--- src/rtl/bis_pkg.sv ---
// Shared types, constants and register indexes of the block importance scorer.
package bis_pkg;

    // Field widths.
    localparam int VAL_W    = 16;
    localparam int TERM_W   = 31;
    localparam int SUM_W    = 43;
    localparam int BS_W     = 13;
    localparam int BLK_W    = 20;
    localparam int SCORE_W  = 31;
    localparam int CNT_W    = 17;

    // Default block size clamp.
    localparam int MAX_BLOCK_DEF = 4096;

    // 1.0 in Q1.15.
    localparam logic [VAL_W-1:0] ONE_Q15 = 16'h8000;

    // Square root unit: the mean is padded to an even width.
    localparam int SQ_IN_W   = SUM_W + 1;
    localparam int ROOT_W    = SQ_IN_W / 2;
    localparam int SQ_REM_W  = ROOT_W + 2;
    localparam int DIV_STEPS = SUM_W;
    localparam int SQ_STEPS  = ROOT_W;
    localparam int STEP_W    = 6;

    // Queue between the front and the back.
    localparam int FIFO_DEPTH = 4;
    localparam int FIFO_AW    = $clog2(FIFO_DEPTH);
    localparam int FIFO_CW    = $clog2(FIFO_DEPTH + 1);

    // Configuration register indexes.
    localparam int CFG_IDX_W = 2;
    localparam logic [CFG_IDX_W-1:0] CFG_BLK_LEN    = 2'd0;
    localparam logic [CFG_IDX_W-1:0] CFG_SCORE_MODE = 2'd1;
    localparam logic [CFG_IDX_W-1:0] CFG_USE_ACT    = 2'd2;

    localparam logic [BS_W-1:0] BLK_LEN_RST = 13'd256;

    // Score modes.
    localparam logic MODE_MEAN   = 1'b0;
    localparam logic MODE_FISHER = 1'b1;

    typedef struct packed {
        logic signed [VAL_W-1:0] weight;
        logic signed [VAL_W-1:0] companion;
        logic                    tensor_end;
    } t_in_item;

    typedef struct packed {
        logic [SCORE_W-1:0] score;
        logic [BLK_W-1:0]   block_number;
        logic               final_block;
    } t_out_item;

    typedef struct packed {
        logic [BS_W-1:0] blk_len;
        logic            score_mode;
        logic            use_activations;
    } t_cfg;

    // One closed block waiting for its score.
    typedef struct packed {
        logic [SUM_W-1:0] sum;
        logic [CNT_W-1:0] count;
        logic             mode;
        logic [VAL_W-1:0] lead_mag;
        logic [BLK_W-1:0] block_number;
        logic             final_block;
    } t_job;

    typedef enum logic [1:0] {
        B_IDLE,
        B_DIV,
        B_SQRT,
        B_FIN
    } t_bstate;

    // Magnitude of a Q1.15 value; the most negative value maps to 1.0.
    function automatic logic [VAL_W-1:0] mag16(input logic [VAL_W-1:0] v);
        logic [VAL_W-1:0] m;
        m = v[VAL_W-1] ? (~v + 1'b1) : v;
        return m;
    endfunction

endpackage

--- src/rtl/bis_fifo.sv ---
// Short job queue between the accumulating front and the scoring back.
module bis_fifo (
    input  logic                   i_clk,
    input  logic                   i_rst_n,
    input  logic                   i_push,
    input  bis_pkg::t_job          i_push_data,
    input  logic                   i_pop,
    output bis_pkg::t_job          o_head,
    output logic                   o_empty,
    output logic [bis_pkg::FIFO_CW-1:0] o_count
);
    import bis_pkg::*;

    t_job               r_mem [FIFO_DEPTH];
    logic [FIFO_AW-1:0] r_wr_ptr;
    logic [FIFO_AW-1:0] r_rd_ptr;
    logic [FIFO_CW-1:0] r_count;

    always_ff @(posedge i_clk) begin
        if (!i_rst_n) begin
            r_wr_ptr <= '0;
            r_rd_ptr <= '0;
            r_count  <= '0;
        end else begin
            if (i_push) begin
                r_wr_ptr <= r_wr_ptr + 1'b1;
            end
            if (i_pop) begin
                r_rd_ptr <= r_rd_ptr + 1'b1;
            end
            if (i_push && !i_pop) begin
                r_count <= r_count + 1'b1;
            end else if (!i_push && i_pop) begin
                r_count <= r_count - 1'b1;
            end
        end
    end

    always_ff @(posedge i_clk) begin
        if (i_push) begin
            r_mem[r_wr_ptr] <= i_push_data;
        end
    end

    assign o_head  = r_mem[r_rd_ptr];
    assign o_empty = (r_count == '0);
    assign o_count = r_count;

endmodule

--- src/rtl/bis_front.sv ---
// Front part: takes items, forms per-item terms and closes blocks into jobs.
module bis_front #(
    parameter int MAX_BLOCK = bis_pkg::MAX_BLOCK_DEF
) (
    input  logic                        i_clk,
    input  logic                        i_rst_n,
    input  bis_pkg::t_cfg               i_cfg,
    input  logic                        i_in_valid,
    output logic                        o_in_stall,
    input  bis_pkg::t_in_item           i_in_data,
    input  logic [bis_pkg::FIFO_CW-1:0] i_fifo_count,
    output logic                        o_push,
    output bis_pkg::t_job               o_job
);
    import bis_pkg::*;

    localparam int CW = $clog2(MAX_BLOCK + 1);

    // Term stage.
    logic              r_a_valid;
    logic [TERM_W-1:0] r_a_term;
    logic [VAL_W-1:0]  r_a_wmag;
    logic              r_a_last;

    // Block accumulation state.
    logic [SUM_W-1:0]  r_sum;
    logic [CW-1:0]     r_cnt;
    logic [BLK_W-1:0]  r_blk;
    logic [VAL_W-1:0]  r_lead;

    logic [SUM_W-1:0]  n_sum;
    logic [CW-1:0]     n_cnt;
    logic [BLK_W-1:0]  n_blk;
    logic [VAL_W-1:0]  n_lead;

    logic              accept;
    logic [VAL_W-1:0]  wmag;
    logic [VAL_W-1:0]  cmag;
    logic [VAL_W-1:0]  op_a;
    logic [VAL_W-1:0]  op_b;
    logic [2*VAL_W-1:0] prod;
    logic [CW-1:0]     limit;
    logic [CW:0]       cnt_inc;
    logic [SUM_W-1:0]  sum_inc;
    logic [VAL_W-1:0]  lead_now;
    logic              close;

    // Room for the item in the term stage and the new one must be left.
    assign o_in_stall = ((FIFO_CW+1)'(i_fifo_count) + (FIFO_CW+1)'(r_a_valid))
                        >= (FIFO_CW+1)'(FIFO_DEPTH);
    assign accept = i_in_valid && !o_in_stall;

    always_comb begin
        wmag = mag16(i_in_data.weight);
        cmag = mag16(i_in_data.companion);
        if (i_cfg.score_mode == MODE_FISHER) begin
            op_a = cmag;
            op_b = cmag;
        end else begin
            op_a = wmag;
            op_b = i_cfg.use_activations ? cmag : ONE_Q15;
        end
        prod = (2*VAL_W)'(op_a) * (2*VAL_W)'(op_b);
    end

    always_ff @(posedge i_clk) begin
        if (!i_rst_n) begin
            r_a_valid <= 1'b0;
        end else begin
            r_a_valid <= accept;
        end
    end

    always_ff @(posedge i_clk) begin
        if (accept) begin
            r_a_term <= prod[TERM_W-1:0];
            r_a_wmag <= wmag;
            r_a_last <= i_in_data.tensor_end;
        end
    end

    // A zero size acts as one and an oversized one is clamped.
    always_comb begin
        if (i_cfg.blk_len == '0) begin
            limit = CW'(1);
        end else if (32'(i_cfg.blk_len) > 32'(MAX_BLOCK)) begin
            limit = CW'(MAX_BLOCK);
        end else begin
            limit = CW'(i_cfg.blk_len);
        end
    end

    always_comb begin
        sum_inc  = r_sum + SUM_W'(r_a_term);
        cnt_inc  = {1'b0, r_cnt} + (CW+1)'(1);
        lead_now = (r_cnt == '0) ? r_a_wmag : r_lead;
        close    = r_a_valid && ((cnt_inc >= {1'b0, limit}) || r_a_last);

        n_sum  = r_sum;
        n_cnt  = r_cnt;
        n_blk  = r_blk;
        n_lead = r_lead;
        if (r_a_valid) begin
            n_lead = lead_now;
            if (close) begin
                n_sum = '0;
                n_cnt = '0;
                n_blk = r_a_last ? '0 : r_blk + 1'b1;
            end else begin
                n_sum = sum_inc;
                n_cnt = cnt_inc[CW-1:0];
            end
        end

        o_push             = close;
        o_job.sum          = sum_inc;
        o_job.count        = CNT_W'(cnt_inc);
        o_job.mode         = i_cfg.score_mode;
        o_job.lead_mag     = lead_now;
        o_job.block_number = r_blk;
        o_job.final_block  = r_a_last;
    end

    always_ff @(posedge i_clk) begin
        if (!i_rst_n) begin
            r_sum  <= '0;
            r_cnt  <= '0;
            r_blk  <= '0;
            r_lead <= '0;
        end else begin
            r_sum  <= n_sum;
            r_cnt  <= n_cnt;
            r_blk  <= n_blk;
            r_lead <= n_lead;
        end
    end

endmodule

--- src/rtl/bis_back.sv ---
// Back part: divides each job's sum by its count, in Fisher mode takes the root, and drives results.
module bis_back (
    input  logic              i_clk,
    input  logic              i_rst_n,
    input  bis_pkg::t_job     i_head,
    input  logic              i_empty,
    output logic              o_pop,
    output logic              o_out_valid,
    input  logic              i_out_stall,
    output bis_pkg::t_out_item o_out_data
);
    import bis_pkg::*;

    t_bstate r_state;
    t_bstate n_state;

    logic [SQ_IN_W-1:0]  r_quo;
    logic [CNT_W-1:0]    r_rem;
    logic [CNT_W-1:0]    r_div;
    logic [ROOT_W-1:0]   r_root;
    logic [SQ_REM_W-1:0] r_sq_rem;
    logic [STEP_W-1:0]   r_step;
    logic                r_mode;
    logic [VAL_W-1:0]    r_lead;
    logic [BLK_W-1:0]    r_blk;
    logic                r_last;
    logic                r_out_valid;
    t_out_item           r_out;

    logic [SQ_IN_W-1:0]  n_quo;
    logic [CNT_W-1:0]    n_rem;
    logic [ROOT_W-1:0]   n_root;
    logic [SQ_REM_W-1:0] n_sq_rem;
    logic [STEP_W-1:0]   n_step;
    logic                n_out_valid;
    logic                load;
    logic                out_free;

    logic [CNT_W:0]      div_t;
    logic                div_bit;
    logic [SQ_REM_W+1:0] sq_t;
    logic [SQ_REM_W+1:0] sq_trial;
    logic                sq_ok;
    logic [ROOT_W+VAL_W-1:0] fisher;

    assign out_free = !r_out_valid || !i_out_stall;

    always_ff @(posedge i_clk) begin
        if (!i_rst_n) begin
            r_state <= B_IDLE;
        end else begin
            r_state <= n_state;
        end
    end

    always_comb begin
        div_t    = {r_rem, r_quo[SUM_W-1]};
        div_bit  = div_t >= {1'b0, r_div};
        sq_t     = {r_sq_rem, r_quo[SQ_IN_W-1 -: 2]};
        sq_trial = (SQ_REM_W+2)'({r_root, 2'b01});
        sq_ok    = sq_t >= sq_trial;
        fisher   = (ROOT_W+VAL_W)'(r_root) * (ROOT_W+VAL_W)'(r_lead);

        n_state  = r_state;
        n_quo    = r_quo;
        n_rem    = r_rem;
        n_root   = r_root;
        n_sq_rem = r_sq_rem;
        n_step   = r_step;
        o_pop    = 1'b0;
        load     = 1'b0;

        unique case (r_state)
            B_IDLE: begin
                if (!i_empty) begin
                    o_pop   = 1'b1;
                    n_quo   = SQ_IN_W'(i_head.sum);
                    n_rem   = '0;
                    n_step  = '0;
                    n_state = B_DIV;
                end
            end
            B_DIV: begin
                // One restoring step per cycle; quotient bits shift in from the right.
                n_rem  = div_bit ? CNT_W'(div_t - {1'b0, r_div}) : div_t[CNT_W-1:0];
                n_quo  = {1'b0, r_quo[SUM_W-2:0], div_bit};
                n_step = r_step + 1'b1;
                if (r_step == STEP_W'(DIV_STEPS - 1)) begin
                    n_step   = '0;
                    n_root   = '0;
                    n_sq_rem = '0;
                    n_state  = (r_mode == MODE_FISHER) ? B_SQRT : B_FIN;
                end
            end
            B_SQRT: begin
                // Digit-by-digit floor root, two radicand bits per cycle.
                n_sq_rem = sq_ok ? SQ_REM_W'(sq_t - sq_trial) : SQ_REM_W'(sq_t);
                n_root   = {r_root[ROOT_W-2:0], sq_ok};
                n_quo    = {r_quo[SQ_IN_W-3:0], 2'b00};
                n_step   = r_step + 1'b1;
                if (r_step == STEP_W'(SQ_STEPS - 1)) begin
                    n_state = B_FIN;
                end
            end
            B_FIN: begin
                if (out_free) begin
                    load    = 1'b1;
                    n_state = B_IDLE;
                end
            end
            default: begin
                n_state = B_IDLE;
            end
        endcase

        if (load) begin
            n_out_valid = 1'b1;
        end else if (r_out_valid && !i_out_stall) begin
            n_out_valid = 1'b0;
        end else begin
            n_out_valid = r_out_valid;
        end
    end

    always_ff @(posedge i_clk) begin
        if (!i_rst_n) begin
            r_out_valid <= 1'b0;
        end else begin
            r_out_valid <= n_out_valid;
        end
    end

    always_ff @(posedge i_clk) begin
        r_quo    <= n_quo;
        r_rem    <= n_rem;
        r_root   <= n_root;
        r_sq_rem <= n_sq_rem;
        r_step   <= n_step;
        if (o_pop) begin
            r_div  <= i_head.count;
            r_mode <= i_head.mode;
            r_lead <= i_head.lead_mag;
            r_blk  <= i_head.block_number;
            r_last <= i_head.final_block;
        end
        if (load) begin
            r_out.score        <= (r_mode == MODE_FISHER) ? fisher[SCORE_W-1:0]
                                                          : r_quo[SCORE_W-1:0];
            r_out.block_number <= r_blk;
            r_out.final_block  <= r_last;
        end
    end

    assign o_out_valid = r_out_valid;
    assign o_out_data  = r_out;

endmodule

--- src/rtl/block_importance_scorer.sv ---
// Top level of the block importance scorer: configuration registers, front, queue and back.
// A block is pushed into the job queue in the cycle after its last item is accepted; its score
// then passes the serial divider and, in Fisher mode, the root unit before it reaches the output.
// The front takes one item per cycle while the queue has room; the back scores one job at a time.
// Reset (synchronous, active low) loads a block length of 256, mean mode and activations on,
// and clears the block accumulators, the queue and the output valid flag.
module block_importance_scorer #(
    parameter int MAX_BLOCK = bis_pkg::MAX_BLOCK_DEF
) (
    input  logic                          i_clk,
    input  logic                          i_rst_n,
    // Item channel.
    input  logic                          i_in_valid,
    output logic                          o_in_stall,
    input  bis_pkg::t_in_item             i_in_data,
    // Result channel.
    output logic                          o_out_valid,
    input  logic                          i_out_stall,
    output bis_pkg::t_out_item            o_out_data,
    // Configuration write channel.
    input  logic                          i_cfg_valid,
    output logic                          o_cfg_ready,
    input  logic [bis_pkg::CFG_IDX_W-1:0] i_cfg_index,
    input  logic [bis_pkg::BS_W-1:0]      i_cfg_data
);
    import bis_pkg::*;

    t_cfg               r_cfg;
    t_job               push_job;
    t_job               head_job;
    logic               push;
    logic               pop;
    logic               empty;
    logic [FIFO_CW-1:0] fifo_count;

    // The configuration registers take a write transaction in every cycle.
    // Writes are only expected while the block is idle, so no item ever sees
    // a register change halfway through its own processing.
    assign o_cfg_ready = 1'b1;

    always_ff @(posedge i_clk) begin
        if (!i_rst_n) begin
            r_cfg.blk_len         <= BLK_LEN_RST;
            r_cfg.score_mode      <= MODE_MEAN;
            r_cfg.use_activations <= 1'b1;
        end else if (i_cfg_valid && o_cfg_ready) begin
            unique case (i_cfg_index)
                CFG_BLK_LEN:    r_cfg.blk_len         <= i_cfg_data;
                CFG_SCORE_MODE: r_cfg.score_mode      <= i_cfg_data[0];
                CFG_USE_ACT:    r_cfg.use_activations <= i_cfg_data[0];
                default: begin
                    // Writes to unknown indexes are dropped.
                end
            endcase
        end
    end

    // The front accepts one item per cycle while it is not stalled, forms its product term and
    // accumulates the block. When a block closes, its sum, count, lead weight
    // magnitude and number go into the queue as one job.
    bis_front #(
        .MAX_BLOCK (MAX_BLOCK)
    ) u_front (
        .i_clk        (i_clk),
        .i_rst_n      (i_rst_n),
        .i_cfg        (r_cfg),
        .i_in_valid   (i_in_valid),
        .o_in_stall   (o_in_stall),
        .i_in_data    (i_in_data),
        .i_fifo_count (fifo_count),
        .o_push       (push),
        .o_job        (push_job)
    );

    // The queue lets the front keep streaming items while the back is busy
    // with an earlier block's division and root.
    bis_fifo u_fifo (
        .i_clk       (i_clk),
        .i_rst_n     (i_rst_n),
        .i_push      (push),
        .i_push_data (push_job),
        .i_pop       (pop),
        .o_head      (head_job),
        .o_empty     (empty),
        .o_count     (fifo_count)
    );

    // The back turns each job into one result transaction, held in an output
    // register until the receiver takes it.
    bis_back u_back (
        .i_clk       (i_clk),
        .i_rst_n     (i_rst_n),
        .i_head      (head_job),
        .i_empty     (empty),
        .o_pop       (pop),
        .o_out_valid (o_out_valid),
        .i_out_stall (i_out_stall),
        .o_out_data  (o_out_data)
    );

endmodule
--- config.mk ---
export PLATFORM = sky130hd
export DESIGN_NAME = block_importance_scorer
export DESIGN_NICKNAME = d
export VERILOG_FILES = /design/src/rtl/bis_pkg.sv /design/src/rtl/bis_fifo.sv /design/src/rtl/bis_front.sv /design/src/rtl/bis_back.sv /design/src/rtl/block_importance_scorer.sv
export SDC_FILE = /design/constraint.sdc
export NUM_CORES = 2
export LEC_CHECK = 0
export ABC_AREA = 1
export BUFFER_PORTS_ARGS = -buffer_cell sky130_fd_sc_hd__buf_2
export CORE_MARGIN = 5
export CORE_UTILIZATION = 38
export DETAILED_ROUTE_END_ITERATION = 8
export MAX_ROUTING_LAYER = met4
export SLEW_MARGIN = 15
export SYNTH_ARGS = -nofsm -noshare
export SYNTH_HDL_FRONTEND = slang
export SYNTH_SLANG_ARGS = --single-unit
--- constraint.sdc ---
create_clock -name i_clk -period 8.6 [get_ports i_clk]
set_input_delay 1.72 -clock i_clk [delete_from_list [all_inputs] [get_ports i_clk]]
set_output_delay 1.72 -clock i_clk [all_outputs]
set_load 0.01 [all_outputs]
# Word-level counts from Yosys, hierarchy flattened
# Memory sizes are Yosys's and may differ from the RTL's. A register that Yosys moved wholly into a read port is not among the register bits.
# Index checks and enable logic that the tools add are counted.
# word_totals
ff_bits	386
latch_bits	0
ram_bits	380
romBits	0
inputBits	53
out_inout_bits	55
wordCells	136
memories	1
# op_classes
n_addsub	13
multipliers	2
n_div	0
n_lt_le_gt_ge	5
n_eq_ne	11
shifts	0
muxes	43
bitwise	2
n_reduce_logical	30
# mem_list
name	depth	word_bits	rd	rd_clocked_by_memory_dff	wr	line	source
u_fifo.r_mem	4	95	1	1	1	bis_fifo.sv:14	t_job r_mem [FIFO_DEPTH];
# op_table
operator	n
one-hot mux 44 bit (3 select lines)	1
2-to-1 mux 16 bit	6
2-to-1 mux 24 bit	2
one-hot mux 24 bit (2 select lines)	1
2-to-1 mux 44 bit	1
one-hot mux 22 bit (2 select lines)	1
adder 43 x 31 -> 43 bit	1
2-to-1 mux 43 bit	1
2-to-1 mux 13 bit	3
2-to-1 mux 17 bit	2
one-hot mux 17 bit (2 select lines)	1
adder 16 x 1 -> 16 bit, second input constant	2
inverter 16 bit	2
multiplier 16 x 16 -> 31 bit	1
multiplier 22 x 16 -> 31 bit	1
2-to-1 mux 31 bit	1
>= comparator 26 x 24 -> 1 bit	1
logical NOT 13 bit	2
subtractor 24 bit	1
2-to-1 mux 22 bit	1
adder 20 x 1 -> 20 bit, second input constant	1
2-to-1 mux 20 bit	1
>= comparator 18 x 17 -> 1 bit	1
one-hot mux 6 bit (3 select lines)	1
30 further kinds	70

# Logic depth before layout (Yosys ltp)
# depth
depth_word	10
mapped_depth	34
depth_no_buf	34

# Cells and area by module
# From an unflattened synthesis, not the netlist that was laid out.
# unflattened
hier_cells	6470
area_unflattened_um2	56651.8
# modules_own_cells
module	n_inst	cells_per_inst	area_each_um2	seq_area_each_um2
bis_back	1	2742	22626.7	6666.4
bis_front	1	2623	18372.6	3303.2
bis_fifo	1	1005	14950.6	11951.5
block_importance_scorer	1	100	701.9	300.3

# Least setup slack after synthesis
# Ideal clock, no wire load.
# synth_path
kind	input to register
from	in i_in_data[17] (netlist name)
to	reg u_front.r_a_term[24], data pin
setup_time_ns	0.259
arrival_time_ns	7.444
t_required_ns	8.341
path_slack_ns	0.897
stages	28
n_path_buf	1
path_cell_list	inv_1 -> ha_1 -> nand4_1 -> o21ai_1 -> inv_1 -> nor2_1 -> xor2_1 -> or2_2 -> nand2_2 -> inv_1 -> buf_4 -> nand2_1 -> fa_1 -> fa_1 -> inv_1 -> fa_1 -> fa_1 -> fa_1 -> inv_1 -> fa_1 -> inv_1 -> ha_1 -> nand2_1 -> nor4_1 -> nand4_1 -> nand3_1 -> a21oi_1 -> xnor2_1
# synth_via
elab_chain_cells	5
# synth_rtl
element	line	source
start: declaration	block_importance_scorer.sv:15	input bis_pkg::t_in_item i_in_data,
inverter 16 bit	bis_pkg.sv:82	m = v[VAL_W-1] ? (~v + 1'b1) : v;
adder 16 x 1 -> 16 bit	bis_pkg.sv:82	
2-to-1 mux 16 bit	bis_pkg.sv:82	
net u_front.wmag[12]	bis_front.sv:37	logic [VAL_W-1:0] wmag;
2-to-1 mux 16 bit	bis_front.sv:56	if (i_cfg.score_mode == MODE_FISHER) begin
multiplier 16 x 16 -> 31 bit	bis_front.sv:63	prod = (2*VAL_W)'(op_a) * (2*VAL_W)'(op_b);
net u_front.prod[24]	bis_front.sv:41	logic [2*VAL_W-1:0] prod;
end signal: assignment	bis_front.sv:76	r_a_term <= prod[TERM_W-1:0];
end: declaration	bis_front.sv:21	logic [TERM_W-1:0] r_a_term;
# The timed path passes the listed nets, and every way through them passes these cells.
# A chain may end at the register's enable or synchronous reset.

# Final worst setup path
# Same ends and word-level chain as after synthesis.

==> reports/results.tsv <==
stage	metric	value	unit
synth	Post-Syn Nets	6925	
clocking	cts repair resizes	0	
clocking	CTS Buf Count	86	
placed_design	estimated wirelength of the detail-placed design	111000	µm
sta	Fin. Hold Viols	0	
worst_setup_path	CP endpoint	u_front.r_a_term[24]	
floorplanning	IO Pins	108	
drt	Detail Route Antenna Nets	0	
clocking	CTS Sinks	765	
global_routing	Most Crowded Layer GR	met2	
synth	Yosys warning count	0	
sta	clock skew	0.0650	ns
global_routing	Total GRT Usage	0.204	
synth	Mapped Avg Cell Area	8.93	µm²
placed_design	Port-buffer cells	106	
placed_design	Routability Congestion	0.943	
worst_setup_path	critical path peak fanout	7	
sta	worst setup margin	0.727	ns
floorplanning	core area	143000	µm²
sta	fmax	0.127	GHz
drt	detailed-route wire length	149000	µm
synth	post-synth cell types	53	
sta	Final Setup Violations	0	
placed_design	Setup WS pre-CTS	0.115	ns
drt	DR vias/cell	5.03	
worst_setup_path	Worst EP arrival	8.26	ns
synth	ys flop type	edfxtp_1	
finish	area grow syn2layout	11.0	%
global_routing	largest net degree at the start of global routing	155	
clocking	Post-CTS Setup Bufs	0	
global_routing	GR Util met2	0.344	
floorplanning	Die Area	152000	µm²
finish	Final nets	7012	
synth	Seq/Total Area, Yosys	0.397	
floorplanning	row cnt	139	
clocking	Clk Latency, worst-skew pair	0.69	ns
synth	Post-Syn Area	54800	µm²
sta	Fin Hold WS	0.414	ns
sta	fin. max-slew vios	0	
worst_setup_path	r2r endpoint	u_back.o_out_data[51]	
clocking	clock-pin slew on the worst setup and hold paths	0.06	ns
sta	Tcrit/Tclk final	0.915	
drt	DR vias	41300	
drt	DR iter-0 viols	3196	
sta	fin crit period	7.87	ns
clocking	Post-CTS Hold Fix Bufs	0	
global_routing	vias in the first global route	41700	
placed_design	Cells after DPL	8041	
sta	final setup TNS	0	ns
worst_setup_path	Critical Path Sink Type	register	
floorplanning	Chip Width	390	µm
hold_path	Hold WC Path Type	register to register	
run	max cap viols	0	
clocking	CTS tree	yes	
global_routing	first-pass GRT wire length	238000	µm
worst_setup_path	cells on worst reg2reg path	21	
drt	WL/cell	18.2	µm
synth	asr flop ratio synth	0	
worst_setup_path	CP Launch Point	i_in_data[17]	
run_status	status	finished, final reports clean	
global_routing	GRT overflow	0	
clocking	clk root buf	clkbuf_16	
floorplanning	Initial Utilization	0.382	
sta	Worst Max-Slew Pin Slew	1.04	ns
finish	fill cell count	14000	
sta	RSZ-0062 raised after global routing	no	
global_routing	met3 Use GR	0.0245	
finish	ratio of cells with drive above 1 in the final layout	0.0660	
worst_setup_path	critical path startpoint category	input pin	
drt	DR pass1 iterations	5	
worst_setup_path	crit path kind	input pin to register	
worst_setup_path	FF-to-FF Start	u_back.r_lead[3]	
drt	Remaining DRCs	0	
synth	Syn Inst Count	6139	
worst_setup_path	Reg2Reg Setup Slack	1.66	ns
sta	Slew HR	0.300	
worst_setup_path	Critical Path RT	8.98	ns
finish	Post-Layout Cell Count	8206	
floorplanning	Chip Height	390	µm
clocking	number of buffers on the longest clock path	3	
synth	EDFF count, synth	645	
global_routing	met1 Track Usage GR	0.263	
global_routing	antenna violations before repair	4	
synth	flops & latches, synth	765	
clocking	H-tree levels	3	
-- routing by layer --
| layer | part of all wire | wire (µm) |
|---|---|---|
| met1 | 0.44 | 65100 |
| met2 | 0.49 | 73400 |
| met3 | 0.050 | 7520 |
| met4 | 0.022 | 3310 |
| met5 | 0 | 0 |
-- cell type report --
type / instances / area, µm² / share of cell area
well taps: 1903 / 2380 / 0.0392
multi-input cells: 4022 / 28000 / 0.460
diodes: 3 / 7.51 / 0.000123
flip-flops and latches: 765 / 21800 / 0.358
repair buffers: 225 / 1500 / 0.0247
clock inverters: 55 / 597 / 0.00982
inverters: 1126 / 4230 / 0.0696
clock buffers: 107 / 2320 / 0.0382
-- worst min-delay path by stage --
stage	start	to	slack (ns)	cells past startpoint
final	u_back.r_blk[2]	u_back.o_out_data[3]	0.41	0
after global routing	u_back.r_blk[6]	u_back.o_out_data[7]	0.42	0
after CTS	u_back.r_blk[2]	u_back.o_out_data[3]	0.42	0
after detailed placement	u_back.r_blk[10]	u_back.o_out_data[11]	0.41	0
after global placement	u_back.r_blk[2]	u_back.o_out_data[3]	0.40	0
after floorplan	u_back.r_last	u_back.o_out_data[0]	0.40	0
-- Yosys cell counts (23+ instances only) --
cell type | count | area share
buf_1 | 23 | 0.0016
fa_1 | 455 | 0.17
nand4_1 | 55 | 0.0063
nand2_1 | 1391 | 0.095
a221o_1 | 42 | 0.0077
o21ai_0 | 277 | 0.025
clkbuf_1 | 182 | 0.012
inv_1 | 1108 | 0.076
ha_1 | 278 | 0.063
nor2_1 | 589 | 0.040
a21oi_1 | 329 | 0.030
nor3_1 | 46 | 0.0042
o22ai_1 | 56 | 0.0064
xor2_1 | 109 | 0.017
nand3_1 | 193 | 0.018
edfxtp_1 | 645 | 0.35
o221ai_1 | 41 | 0.0066
xnor2_1 | 44 | 0.0070
dfxtp_1 | 120 | 0.044
-- sequential cells by signal, summed over array words and instances (netlist names), 16 cells and up, named ones only --
signal	cells
u_front.r_a_wmag	16
u_front.r_a_term	31
u_front.r_lead	16
u_fifo.r_mem	380
u_back.r_lead	16
u_front.r_blk	20
u_back.r_rem	17
u_back.r_blk	20
u_front.r_sum	43
u_back.o_out_data	52
u_back.r_sq_rem	24
u_back.r_root	22
u_back.r_quo	44
-- critical path: stages --
cell and delay [ns]:
buf_2 0.10, inv_1 0.11, ha_1 0.24, nand4_1 0.18
o21ai_1 0.24, inv_1 0.08, nor2_1 0.12, xor2_1 0.19
or2_2 0.15, nand2_2 0.09, inv_1 0.32, nand2_1 0.14
fa_1 0.52, fa_1 0.52, fa_1 0.52, inv_1 0.06
fa_1 0.48, fa_1 0.49, inv_1 0.05, fa_1 0.47
inv_1 0.04, ha_1 0.32, a21oi_1 0.28, o21ai_0 0.17
a21oi_1 0.25, nand3_1 0.14, a21oi_1 0.19, xnor2_1 0.09
-- logic make-up (layout without fill, tap and decap cells) --
group	Yosys count	count (layout)	synth area share
compound gates	809	809	0.0847
xor+xnor	153	153	0.0245
flops	765	765	0.397
fa+ha+maj	733	733	0.230
other cells	1	4	0.0000684
simple gates	2326	2326	0.170
buf+inv	1352	1513	0.0934
-- per-stage QoR --
step	instance area, µm²	utilization
2_1_floorplan	54800	-
3_3_place_gp	57900	0.403
3_5_place_dp	57900	0.403
4_1_cts	60800	0.424
5_1_grt	60800	0.424
6_report	60800	0.424
-- layout by cell type (no fill, tap or decap), types with 20 or more instances in the layout --
master / n
inv_1: 1107
ha_1: 277
nor3_1: 46
a21oi_1: 327
clkbuf_16: 86
o22ai_1: 56
xor2_1: 109
fa_1: 455
edfxtp_1: 645
xnor2_1: 44
nand3_1: 193
a221o_1: 42
dfxtp_1: 118
clkinv_1: 23
buf_4: 113
buf_2: 106
nor2_1: 584
or2_2: 20
o221ai_1: 41
o21ai_0: 275
nand4_1: 55
nand2_1: 1391
Power is left out: the tool's default activity adds up to more than one toggle a clock period on the data nets, which glitch-free logic cannot reach.
